$ cat config.mk
export PLATFORM = sky130hd
export DESIGN_NAME = scaled_vector_add_unit
export DESIGN_NICKNAME = d
export VERILOG_FILES = /design/src/design/svau_pkg.sv /design/src/design/scaled_vector_add_unit.sv /design/src/design/svau_fmul.sv /design/src/design/svau_fadd.sv
export SDC_FILE = /design/constraint.sdc
export NUM_CORES = 2
export LEC_CHECK = 0
export BUFFER_PORTS_ARGS = -buffer_cell sky130_fd_sc_hd__clkbuf_2
export CAP_MARGIN = 15
export CELL_PAD_IN_SITES_DETAIL_PLACEMENT = 2
export CELL_PAD_IN_SITES_GLOBAL_PLACEMENT = 2
export CORE_AREA = 4 4 487 368
export DETAILED_ROUTE_END_ITERATION = 10
export DIE_AREA = 0 0 491 372
export PLACE_DENSITY = 0.86
export SYNTH_ARGS = -nofsm -noshare
export SYNTH_HDL_FRONTEND = slang
export SYNTH_SLANG_ARGS = --single-unit
$ cat constraint.sdc
create_clock -name clk -period 7.7 [get_ports clk]
set_clock_uncertainty 0.05 [all_clocks]
set_input_delay 0 -clock clk [delete_from_list [all_inputs] [get_ports clk]]
set_output_delay 0 -clock clk [all_outputs]
set_load 0.02 [all_outputs]
$ cat src/design/svau_pkg.sv
package svau_pkg;

  typedef enum logic [1:0] {
    FMT_FP32 = 2'd0,
    FMT_FP16 = 2'd1,
    FMT_BF16 = 2'd2,
    FMT_RSVD = 2'd3
  } fmt_t;

  localparam logic [31:0] QUIET_BIT      = 32'h0040_0000;
  localparam logic [31:0] DEFAULT_NAN    = 32'hFFC0_0000;
  localparam logic [31:0] POS_INF        = 32'h7F80_0000;
  localparam logic [31:0] BF16_ROUND_ADD = 32'h0000_8000;
  localparam int          HALF_SHIFT     = 16;

  localparam logic REG_FORMAT = 1'b0;
  localparam logic REG_SCALE  = 1'b1;

  // y operand and last flag riding alongside the multiplier
  typedef struct packed {
    logic [31:0] y;
    logic        last;
  } side_t;

  function automatic logic is_nan(input logic [31:0] u);
    return (u[30:23] == 8'hFF) && (u[22:0] != 23'd0);
  endfunction

  function automatic logic is_inf(input logic [31:0] u);
    return (u[30:23] == 8'hFF) && (u[22:0] == 23'd0);
  endfunction

  function automatic logic [5:0] msb48(input logic [47:0] v);
    logic [5:0] r;
    r = 6'd0;
    for (int i = 0; i < 48; i++) begin
      if (v[i]) r = i[5:0];
    end
    return r;
  endfunction

  function automatic logic [4:0] msb28(input logic [27:0] v);
    logic [4:0] r;
    r = 5'd0;
    for (int i = 0; i < 28; i++) begin
      if (v[i]) r = i[4:0];
    end
    return r;
  endfunction

  // Round to nearest even and pack; e is the biased exponent, at least 1.
  // A mantissa without hidden bit packs as subnormal; carries roll into
  // the exponent and up to infinity.
  function automatic logic [31:0] round_pack(input logic s, input logic [9:0] e,
                                             input logic [23:0] m, input logic g,
                                             input logic st);
    logic        inc;
    logic [7:0]  fld;
    logic [30:0] mag;
    inc = g & (st | m[0]);
    fld = m[23] ? e[7:0] : 8'd0;
    mag = {fld, m[22:0]} + {30'd0, inc};
    if (e >= 10'd255) return {s, POS_INF[30:0]};
    return {s, mag};
  endfunction

endpackage

$ cat src/design/scaled_vector_add_unit.sv
// Channel   | Handshake                    | Payload
// ----------+------------------------------+-------------------------------------
// input     | start (busy always low)      | x_element, y_element, last_in
// result    | done, one-cycle strobe       | sum_element, last_out
// config    | APB psel/penable/pwrite      | paddr, pwdata, prdata (pready high)
//
// One item is taken every cycle; each result passes through one widening
// stage, four multiplier stages (24x24 product, leading one search,
// normalize, round), four adder stages (align, add, leading one search,
// normalize and round) and one narrowing stage.
// rst is synchronous and clears the valid chain and both registers.
// The receiver cannot stall, so the pipeline never holds.
module scaled_vector_add_unit (
  input  logic        clk,
  input  logic        rst,
  input  logic        start,
  output logic        busy,
  input  logic [31:0] x_element,
  input  logic [31:0] y_element,
  input  logic        last_in,
  output logic        done,
  output logic [31:0] sum_element,
  output logic        last_out,
  input  logic        psel,
  input  logic        penable,
  input  logic        pwrite,
  input  logic [2:0]  paddr,
  input  logic [31:0] pwdata,
  output logic [31:0] prdata,
  output logic        pready
);

  svau_pkg::fmt_t  number_format;
  logic [31:0]     scale_factor;

  logic            w_valid;
  logic [31:0]     xw, yw;
  logic            w_last;
  logic [31:0]     xw_next, yw_next;

  logic            m_valid;
  logic [31:0]     m_prod;
  svau_pkg::side_t m_side;
  svau_pkg::side_t w_side;

  logic            a_valid;
  logic [31:0]     a_sum;
  logic            a_last;
  logic [31:0]     sum_next;

  // Widen fp16 exactly to fp32; subnormals renormalize.
  function automatic logic [31:0] half_to_single(input logic [15:0] h);
    logic [31:0] s;
    logic [4:0]  e;
    logic [9:0]  m;
    logic [3:0]  p;
    logic [3:0]  sh;
    logic [7:0]  e32;
    logic [9:0]  mn;
    s = {h[15], 31'd0};
    e = h[14:10];
    m = h[9:0];
    p = 4'd0;
    for (int i = 0; i < 10; i++) begin
      if (m[i]) p = i[3:0];
    end
    sh  = 4'd10 - p;
    e32 = 8'd103 + {4'd0, p};
    mn  = m << sh;
    if (e == 5'h1F) return s | svau_pkg::POS_INF | {9'd0, m, 13'd0};
    if (e == 5'd0) begin
      if (m == 10'd0) return s;
      return s | {1'b0, e32, mn, 13'd0};
    end
    return s | {1'b0, {3'd0, e} + 8'd112, m, 13'd0};
  endfunction

  // Narrow fp32 to fp16 with round to nearest even.
  function automatic logic [15:0] single_to_half(input logic [31:0] u);
    logic [15:0] s;
    logic [7:0]  e;
    logic [22:0] m;
    logic signed [9:0] he;
    logic [15:0] val;
    logic [12:0] rem13;
    logic [23:0] full, rem, half, msk;
    logic [9:0]  shw;
    logic [4:0]  sh;
    s  = {u[31], 15'd0};
    e  = u[30:23];
    m  = u[22:0];
    he = $signed({2'd0, e}) - 10'sd112;
    shw = 10'd14 - he[9:0];
    sh  = shw[4:0];
    full = {1'b1, m};
    msk  = (24'd1 << sh) - 24'd1;
    rem  = full & msk;
    half = 24'd1 << (sh - 5'd1);
    rem13 = m[12:0];
    if (e == 8'hFF) begin
      if (m != 23'd0) return s | 16'h7E00 | {6'd0, m[22:13]};
      return s | 16'h7C00;
    end
    if (he >= 10'sd31) return s | 16'h7C00;
    if (he >= 10'sd1) begin
      val = {1'b0, he[4:0], m[22:13]};
      if ((rem13 > 13'h1000) || ((rem13 == 13'h1000) && val[0])) val = val + 16'd1;
      return s | val;
    end
    if (e == 8'd0) return s;
    if (shw > 10'd24) return s;
    val = 16'(full >> sh);
    if ((rem > half) || ((rem == half) && val[0])) val = val + 16'd1;
    return s | val;
  endfunction

  assign busy   = 1'b0;
  assign pready = 1'b1;

  // Config: write at the access phase, read back as stored.
  always_ff @(posedge clk) begin
    if (rst) begin
      number_format <= svau_pkg::FMT_FP32;
      scale_factor  <= 32'h3F80_0000;
    end else if (psel && penable && pwrite && pready) begin
      case (paddr[2])
        svau_pkg::REG_FORMAT: number_format <= svau_pkg::fmt_t'(pwdata[1:0]);
        svau_pkg::REG_SCALE:  scale_factor  <= pwdata;
        default: ;
      endcase
    end
  end

  always_comb begin
    case (paddr[2])
      svau_pkg::REG_FORMAT: prdata = {30'd0, number_format};
      svau_pkg::REG_SCALE:  prdata = scale_factor;
      default:              prdata = 32'd0;
    endcase
  end

  // Widen operands to fp32; the reserved code behaves as fp32.
  always_comb begin
    case (number_format)
      svau_pkg::FMT_FP16: begin
        xw_next = half_to_single(x_element[15:0]);
        yw_next = half_to_single(y_element[15:0]);
      end
      svau_pkg::FMT_BF16: begin
        xw_next = {x_element[15:0], 16'd0};
        yw_next = {y_element[15:0], 16'd0};
      end
      default: begin
        xw_next = x_element;
        yw_next = y_element;
      end
    endcase
  end

  always_ff @(posedge clk) begin
    if (rst) begin
      w_valid <= 1'b0;
    end else begin
      w_valid <= start && !busy;
    end
  end

  always_ff @(posedge clk) begin
    xw     <= xw_next;
    yw     <= yw_next;
    w_last <= last_in;
  end

  assign w_side = '{y: yw, last: w_last};

  svau_fmul u_fmul (
    .clk       (clk),
    .rst       (rst),
    .in_valid  (w_valid),
    .a         (xw),
    .b         (scale_factor),
    .in_side   (w_side),
    .out_valid (m_valid),
    .prod      (m_prod),
    .out_side  (m_side)
  );

  svau_fadd u_fadd (
    .clk       (clk),
    .rst       (rst),
    .in_valid  (m_valid),
    .a         (m_side.y),
    .b         (m_prod),
    .in_last   (m_side.last),
    .out_valid (a_valid),
    .sum       (a_sum),
    .out_last  (a_last)
  );

  // Narrow the fp32 sum back to the element format.
  always_comb begin
    case (number_format)
      svau_pkg::FMT_FP16: sum_next = {16'd0, single_to_half(a_sum)};
      svau_pkg::FMT_BF16: sum_next = {16'd0, 16'((a_sum + svau_pkg::BF16_ROUND_ADD)
                                                 >> svau_pkg::HALF_SHIFT)};
      default:            sum_next = a_sum;
    endcase
  end

  always_ff @(posedge clk) begin
    if (rst) begin
      done <= 1'b0;
    end else begin
      done <= a_valid;
    end
  end

  always_ff @(posedge clk) begin
    sum_element <= sum_next;
    last_out    <= a_last;
  end

`ifndef NO_ASSERTIONS
  a_latency: assert property (@(posedge clk) disable iff (rst)
    (start && !busy) |-> ##10 done)
    else $error("result strobe missing at fixed latency");

  a_narrow_upper: assert property (@(posedge clk) disable iff (rst)
    (done && ((number_format == svau_pkg::FMT_FP16) ||
              (number_format == svau_pkg::FMT_BF16))) |-> (sum_element[31:16] == 16'd0))
    else $error("upper bits set on 16-bit result");

  a_quiet_nan: assert property (@(posedge clk) disable iff (rst)
    (done && (number_format == svau_pkg::FMT_FP32) && svau_pkg::is_nan(sum_element))
      |-> sum_element[22])
    else $error("signaling NaN on fp32 result");
`endif

endmodule

$ cat src/design/svau_fmul.sv
module svau_fmul (
  input  logic                 clk,
  input  logic                 rst,
  input  logic                 in_valid,
  input  logic [31:0]          a,
  input  logic [31:0]          b,
  input  svau_pkg::side_t      in_side,
  output logic                 out_valid,
  output logic [31:0]          prod,
  output svau_pkg::side_t      out_side
);

  logic                v1, v2, v3, v4;
  svau_pkg::side_t     side1, side2, side3, side4;
  logic                spec1, spec2, spec3;
  logic [31:0]         sv1, sv2, sv3;
  logic                s1, s2, s3;
  logic [8:0]          es1, es2;
  logic [47:0]         p1, p2, pn3;
  logic [5:0]          l2, d3;
  logic [9:0]          ec3;
  logic [31:0]         prod4;

  logic                spec_c, sgn_c, az, bz;
  logic [31:0]         sv_c;
  logic [7:0]          ea, eb;
  logic [23:0]         ma, mb;
  logic signed [10:0]  ee, dn;
  logic [5:0]          d_c;
  logic [9:0]          ec_c;
  logic [47:0]         sh, mask;
  logic                lost;

  always_comb begin
    sgn_c  = a[31] ^ b[31];
    az     = (a[30:0] == 31'd0);
    bz     = (b[30:0] == 31'd0);
    ea     = (a[30:23] == 8'd0) ? 8'd1 : a[30:23];
    eb     = (b[30:23] == 8'd0) ? 8'd1 : b[30:23];
    ma     = {a[30:23] != 8'd0, a[22:0]};
    mb     = {b[30:23] != 8'd0, b[22:0]};
    spec_c = 1'b1;
    if (svau_pkg::is_nan(a)) begin
      sv_c = a | svau_pkg::QUIET_BIT;
    end else if (svau_pkg::is_nan(b)) begin
      sv_c = b | svau_pkg::QUIET_BIT;
    end else if ((svau_pkg::is_inf(a) && bz) || (svau_pkg::is_inf(b) && az)) begin
      sv_c = svau_pkg::DEFAULT_NAN;
    end else if (svau_pkg::is_inf(a) || svau_pkg::is_inf(b)) begin
      sv_c = {sgn_c, svau_pkg::POS_INF[30:0]};
    end else if (az || bz) begin
      sv_c = {sgn_c, 31'd0};
    end else begin
      sv_c   = 32'd0;
      spec_c = 1'b0;
    end
  end

  always_comb begin
    ee = $signed({5'd0, l2}) + $signed({2'd0, es2}) - 11'sd173;
    dn = 11'sd1 - ee;
    if (ee < 11'sd1) begin
      ec_c = 10'd1;
      d_c  = (dn > 11'sd48) ? 6'd48 : dn[5:0];
    end else begin
      ec_c = ee[9:0];
      d_c  = 6'd0;
    end
  end

  always_comb begin
    sh    = pn3 >> d3;
    mask  = (48'd1 << d3) - 48'd1;
    lost  = |(pn3 & mask);
    prod4 = spec3 ? sv3 :
            svau_pkg::round_pack(s3, ec3, sh[47:24], sh[23], (|sh[22:0]) | lost);
  end

  always_ff @(posedge clk) begin
    if (rst) begin
      v1 <= 1'b0;
      v2 <= 1'b0;
      v3 <= 1'b0;
      v4 <= 1'b0;
    end else begin
      v1 <= in_valid;
      v2 <= v1;
      v3 <= v2;
      v4 <= v3;
    end
  end

  always_ff @(posedge clk) begin
    side1 <= in_side;
    spec1 <= spec_c;
    sv1   <= sv_c;
    s1    <= sgn_c;
    es1   <= {1'b0, ea} + {1'b0, eb};
    p1    <= ma * mb;

    side2 <= side1;
    spec2 <= spec1;
    sv2   <= sv1;
    s2    <= s1;
    es2   <= es1;
    p2    <= p1;
    l2    <= svau_pkg::msb48(p1);

    side3 <= side2;
    spec3 <= spec2;
    sv3   <= sv2;
    s3    <= s2;
    pn3   <= p2 << (6'd47 - l2);
    d3    <= d_c;
    ec3   <= ec_c;

    side4 <= side3;
    prod  <= prod4;
  end

  assign out_valid = v4;
  assign out_side  = side4;

endmodule

$ cat src/design/svau_fadd.sv
module svau_fadd (
  input  logic        clk,
  input  logic        rst,
  input  logic        in_valid,
  input  logic [31:0] a,
  input  logic [31:0] b,
  input  logic        in_last,
  output logic        out_valid,
  output logic [31:0] sum,
  output logic        out_last
);

  logic        v1, v2, v3, v4;
  logic        last1, last2, last3, last4;
  logic        spec1, spec2, spec3;
  logic [31:0] sv1, sv2, sv3;
  logic        s1, s2, s3;
  logic        sub1, sub2, sub3;
  logic [7:0]  e1, e2, e3;
  logic [26:0] mb1, al1;
  logic [27:0] sm2, sm3;
  logic [4:0]  l3;

  logic        spec_c;
  logic [31:0] sv_c, big, sml;
  logic [7:0]  eb, es, d;
  logic [4:0]  dd;
  logic [26:0] ms, mask, al;

  logic [4:0]  sn, shl;
  logic [7:0]  lim;
  logic [26:0] n;
  logic [9:0]  ef;
  logic [31:0] res;

  always_comb begin
    spec_c = 1'b1;
    if (svau_pkg::is_nan(a)) begin
      sv_c = a | svau_pkg::QUIET_BIT;
    end else if (svau_pkg::is_nan(b)) begin
      sv_c = b | svau_pkg::QUIET_BIT;
    end else if (svau_pkg::is_inf(a) && svau_pkg::is_inf(b) && (a[31] != b[31])) begin
      sv_c = svau_pkg::DEFAULT_NAN;
    end else if (svau_pkg::is_inf(a)) begin
      sv_c = a;
    end else if (svau_pkg::is_inf(b)) begin
      sv_c = b;
    end else begin
      sv_c   = 32'd0;
      spec_c = 1'b0;
    end
    big  = (a[30:0] >= b[30:0]) ? a : b;
    sml  = (a[30:0] >= b[30:0]) ? b : a;
    eb   = (big[30:23] == 8'd0) ? 8'd1 : big[30:23];
    es   = (sml[30:23] == 8'd0) ? 8'd1 : sml[30:23];
    d    = eb - es;
    dd   = (d > 8'd27) ? 5'd27 : d[4:0];
    ms   = {sml[30:23] != 8'd0, sml[22:0], 3'd0};
    mask = (27'd1 << dd) - 27'd1;
    al   = ms >> dd;
    al[0] = al[0] | (|(ms & mask));
  end

  always_comb begin
    sn  = 5'd26 - l3;
    lim = e3 - 8'd1;
    shl = ({3'd0, sn} > lim) ? lim[4:0] : sn;
    if (l3 == 5'd27) begin
      n  = {sm3[27:2], sm3[1] | sm3[0]};
      ef = {2'd0, e3} + 10'd1;
    end else begin
      n  = sm3[26:0] << shl;
      ef = {2'd0, e3} - {5'd0, shl};
    end
    if (spec3) begin
      res = sv3;
    end else if (sm3 == 28'd0) begin
      res = sub3 ? 32'd0 : {s3, 31'd0};
    end else begin
      res = svau_pkg::round_pack(s3, ef, n[26:3], n[2], |n[1:0]);
    end
  end

  always_ff @(posedge clk) begin
    if (rst) begin
      v1 <= 1'b0;
      v2 <= 1'b0;
      v3 <= 1'b0;
      v4 <= 1'b0;
    end else begin
      v1 <= in_valid;
      v2 <= v1;
      v3 <= v2;
      v4 <= v3;
    end
  end

  always_ff @(posedge clk) begin
    last1 <= in_last;
    spec1 <= spec_c;
    sv1   <= sv_c;
    s1    <= big[31];
    sub1  <= a[31] ^ b[31];
    e1    <= eb;
    mb1   <= {big[30:23] != 8'd0, big[22:0], 3'd0};
    al1   <= al;

    last2 <= last1;
    spec2 <= spec1;
    sv2   <= sv1;
    s2    <= s1;
    sub2  <= sub1;
    e2    <= e1;
    sm2   <= sub1 ? ({1'b0, mb1} - {1'b0, al1}) : ({1'b0, mb1} + {1'b0, al1});

    last3 <= last2;
    spec3 <= spec2;
    sv3   <= sv2;
    s3    <= s2;
    sub3  <= sub2;
    e3    <= e2;
    sm3   <= sm2;
    l3    <= svau_pkg::msb28(sm2);

    last4 <= last3;
    sum   <= res;
  end

  assign out_valid = v4;
  assign out_last  = last4;

endmodule
==> metrics, run 1 <==
status aborted with a tool error; failing step 5_1_grt; Log Error [ERROR GRT-0232] Routing congestion too high. Check the congestion heatmap in the GUI.; Post-Place Worst Slack -494 ps; largest family of logic cells by synthesized area adder cells; GRT Total Usage 63.4%; largest net degree at the start of global routing 94; Starting Density 35.8%; worst setup endpoint GRT u_fmul.p1[45]$_DFF_P_/D; YS warnings 0; Die H 372 um; Post-Synth Adder-Cell Area 22.5%; syn_nets 8129; Clock Path Buffers 3; Mapped Area 62500 um2; Synth Area in Compound Gates 14.5%; clock sinks 869; Die W 491 um; dpl hpwl 228000 um; gate count of the mapped netlist 7192; io pins 174; post-synthesis simple-gate area fraction 17.8%; share of synthesized flip-flops with an asynchronous set or reset 0%; XOR/XNOR Fraction of Synth Area 3.15%; routability cong. 0.953; row count 133; Avg Cell Area, Syn 8.69 um2; ys flop type dfxtp_1; CTS Buf Count 91; Post-synth EDFFs 0; initial antenna violation count 143; post-synthesis mux area share 7.17%; GR Overflow Total 41; post-synthesis sequential area ratio 27.8%; root buffer cell clkbuf_16; Cell variety after synth 98; IO buf count 169; H-tree levels 3; worst endpoint type register data pin; #FFs+latches synth 869
-- logic make-up after synthesis --
| logic type | after synthesis |
|---|---|
| xor gates and xnor gates | 225 |
| DFF | 869 |
| AOI/OAI and AO/OA | 1403 |
| muxes | 352 |
| adders and majority gates | 831 |
| and+or+nand+nor | 2360 |
| other | 2 |
| buffers and inverters | 1150 |
-- metrics by stage --
step                      area [um2]  hold WS, ps  TNS [ps]  util [%]  std cells
after CTS                      71700         21.8     -41.3      41.1       9820
after detailed placement       66600         58.2     -1460      38.1       9474
after global placement         66600         57.6         0      38.1       9474
after floorplan                62500        -22.3         0         -       7192
-- routing by layer --
| layer | global-route usage, % | GRT overflow |
|---|---|---|
| met5 | 44.4 | 2 |
| met4 | 63.8 | 14 |
| met3 | 56.7 | 11 |
| met2 | 73.6 | 13 |
| met1 | 60.6 | 1 |
-- synth_stat cells, drive strengths merged (23+ instances only) --
cell type	number	area, um2
clkbuf	382	1440
inv	689	2590
or2	27	169
nand2	1043	3920
o21a	31	233
nand3	130	651
nor2b	59	369
mux2i	242	2420
and2	310	1940
a21boi	26	195
and3	35	219
o31ai	28	210
mux2	37	417
or3	26	163
a21o	75	563
nor2	375	1420
a22o	57	499
ha	344	4300
dfxtp	869	17400
o2111ai	26	228
o211ai	55	413
o21bai	24	180
a31oi	48	300
o21ai	325	1630
a211oi	53	403
a21oi	385	1930
nand2b	39	244
xor2	65	569
nor3	129	671
mux4	73	1640
a221oi	23	208
nor4	71	529
fa	487	9750
xnor2	160	1400
buf	73	347
a22oi	60	450
nand4	52	325
o22ai	46	288
-- timing repair --
item | in CTS
hold buffers | 168
pin swaps | 8
endpoints found under the hold margin | 109
endpoints found under the setup margin | 33
setup buffers | 10
resized for setup | 69
gates cloned | 1
==> run 2: changes to the inputs <==
--- a/config.mk
+++ b/config.mk
@@ -7,12 +7,10 @@
 export LEC_CHECK = 0
 export BUFFER_PORTS_ARGS = -buffer_cell sky130_fd_sc_hd__clkbuf_2
 export CAP_MARGIN = 15
-export CELL_PAD_IN_SITES_DETAIL_PLACEMENT = 2
-export CELL_PAD_IN_SITES_GLOBAL_PLACEMENT = 2
-export CORE_AREA = 4 4 487 368
+export CORE_AREA = 4 4 401 403
 export DETAILED_ROUTE_END_ITERATION = 10
-export DIE_AREA = 0 0 491 372
-export PLACE_DENSITY = 0.86
+export DIE_AREA = 0 0 405 407
+export PLACE_DENSITY_LB_ADDON = 0.15
 export SYNTH_ARGS = -nofsm -noshare
 export SYNTH_HDL_FRONTEND = slang
 export SYNTH_SLANG_ARGS = --single-unit
==> constraint.sdc (replaced) <==
create_clock -name clk -period 10 [get_ports clk]
set_clock_uncertainty 0.05 [all_clocks]
set_input_delay 0 -clock clk [delete_from_list [all_inputs] [get_ports clk]]
set_output_delay 0 -clock clk [all_outputs]
set_load 0.02 [all_outputs]
==> metrics, run 2 <==
syn_nets 8129 (unchanged); initial antenna violation count 12; footprint of the multi-input gates 40700 um2; largest family of logic cells by synthesized area adder cells; vias per inst 5.53; full die area 165000 um2; dpl hpwl 160000 um (-30%); clock sinks 869 (unchanged); Post-Synth Adder-Cell Area 22.5% (unchanged); most frequent cells after synthesis 1042 x nand2_1, 869 x dfxtp_1, 683 x inv_1; Pins Over Slew Limit 0; via count 52500; Die W 405 um (-18%); row count 146 (+9.8%); Avg Cell Area, Syn 8.69 um2 (unchanged); Slowest cell on crit path or3b_2; Final Total Pwr 22.4 mW; post-synthesis simple-gate area fraction 17.8% (unchanged); Area Overhead vs Synth 12.9%; DRC marker count from the first detailed-route iteration 4133; max frequency 0.114 GHz; WL/cell 22.2 um; H-tree levels 3 (unchanged); #FFs+latches synth 869 (unchanged); setup violators final 0; Slew @ Worst Pin 1180 ps; post-synthesis mux area share 7.17% (unchanged); XOR/XNOR Fraction of Synth Area 3.15% (unchanged); CTS clock-pin slew for the worst setup and hold paths 70 ps; drt drc 0; Die H 407 um (+9.4%); IO buf count 169 (unchanged); worst path required time 10550 ps; Starting Density 39.7% (+3.9 points); share of synthesized flip-flops with an asynchronous set or reset 0% (unchanged); YS warnings 0 (unchanged); io pins 174 (unchanged); M1 GR Usage 32.0%; final hold violations 0; drt pass-1 iters 6; HP Class in -> reg; Clock Latency Late Sink 710 ps; status completed; setup TNS 0 ps; routability cong. 0.932 (-2.1%); ys flop type dfxtp_1; fin nets 8274; register area 17400 um2; Clock Path Buffers 3 (unchanged); # Post-CTS Setup Buffers 0 (-10); kind of critical path reg -> reg; CTS Buf Count 91 (unchanged); maxcap violations 0; antenna-violating nets left 0; grt met3 use 3.73%; area share of the largest cell type after synthesis 27.8% (unchanged); crit end category flip-flop; largest net degree at the start of global routing 71; Largest stage delay, worst path 860 ps; slew margin rel. 20.1%; Synth Area in Compound Gates 14.5% (unchanged); Leak 30.3 nW; Area contributors post-synth dfxtp_1 28%, fa_1 16%, ha_1 6.9%; most frequent CP cell a21o_1; critical path fanouts, max 25; Cell variety after synth 98 (unchanged); Critical Path AT 9300 ps; peak supply drop 0.372 mV; gate count of the mapped netlist 7192 (unchanged); P per Cell Area 317 nW/um2; Mapped Area 62500 um2 (unchanged); post-layout min period 8750 ps; RSZ-0062 raised after global routing no; final WL 211000 um; top-count cell post-synth nand2_1; most common cell after layout, fill and taps aside nand2_1; Post-synth EDFFs 0 (unchanged); GRT busiest layer met2; GR Overflow Total 0; met2 Use GR 43.4%; Placeable Area 157000 um2; GRT Total Usage 25.2%; Regs by FF count u_fmul.p1 (48), u_fmul.p2 (48), u_fmul.pn3 (48); share of cells above drive strength 1 8.72%; Fillers 15500; vias in the first global route 52900; post-synthesis sequential area ratio 27.8% (unchanged); first-pass GRT wire length 322000 um; leading cell types in the layout, fill and taps excluded 1042 x nand2_1, 854 x dfxtp_1, 683 x inv_1; Setup crit start kind flip-flop; root buffer cell clkbuf_16; Synth area leader dfxtp_1; part of the cycle the worst path needs 87.5%; CTS tree yes
==> run 2: path summary, 6_finish.rpt <==
kind	slack, ps	cells past startpoint	end	from
worst min register to register	250	0	u_fadd.sv3[20]	u_fadd.sv2[20]
worst max register to register	1250	29	u_fadd.al1[0]	u_fmul.prod[1]
worst max-delay path	1250	29	u_fadd.al1[0]	u_fmul.prod[1]
worst min-delay path	60	3	w_valid	start
==> run 2: where the power goes <==
part	internal (mW)	switching, mW
Clock	2.12	1.49
Sequential	4.22	1.04
Combinational	5.00	8.53
==> run 2: routing by layer <==
metal	vias to the layer above	wire length, um	share of wire, %
met4	8	8250	3.9
met5	-	47	0.022
met1	25800	87500	42
met3	406	12500	5.9
met2	1784	102000	49
li1	24500	-	-
==> run 2: repair_timing <==
| action | CTS | global route |
|---|---|---|
| gates resized for setup | 0 | 0 |
| endpoints found under the hold margin | 100 | 0 |
| hold buffers | 211 | 0 |
==> run 2: kinds of logic after synthesis <==
family / Yosys count
buffers and inverters: 1150
adders and majority gates: 831
muxes: 352
xor gates and xnor gates: 225
DFF: 869
other: 2
and+or+nand+nor: 2360
AOI/OAI and AO/OA: 1403
==> run 2: worst max-delay path: cells and delay by family, from the launching register on <==
kind | cells | cell delay [ps]
AOI/OAI and AO/OA | 15 | 3850
DFF | 1 | 410
and+or+nand+nor | 9 | 3200
buffers and inverters | 2 | 200
adders and majority gates | 3 | 940
==> run 2: metrics by stage <==
stage	hold WS (ps)	setup slack, ps	cells	area [um2]	util [%]
floorplan	-22.3	2040	7192	62500	-
finish	62.6	1250	9491	70600	44.8
global placement	52.8	1230	9103	65200	41.4
CTS	9.84	1220	9480	70500	44.8
detailed placement	55.9	1210	9103	65200	41.4
global route	76.0	781	9485	70600	44.8
==> run 2: area by class of cell <==
type / instances / share of cell area [%]
sequential: 869 / 24.7
tap: 2072 / 3.67
antenna: 9 / 0.0319
clock inverter: 49 / 1.05
timing repair buffer: 507 / 5.57
inverter: 695 / 3.70
multi-input combinational: 5173 / 57.7
clock buffer: 117 / 3.58
(Power assumes the default switching activity.)
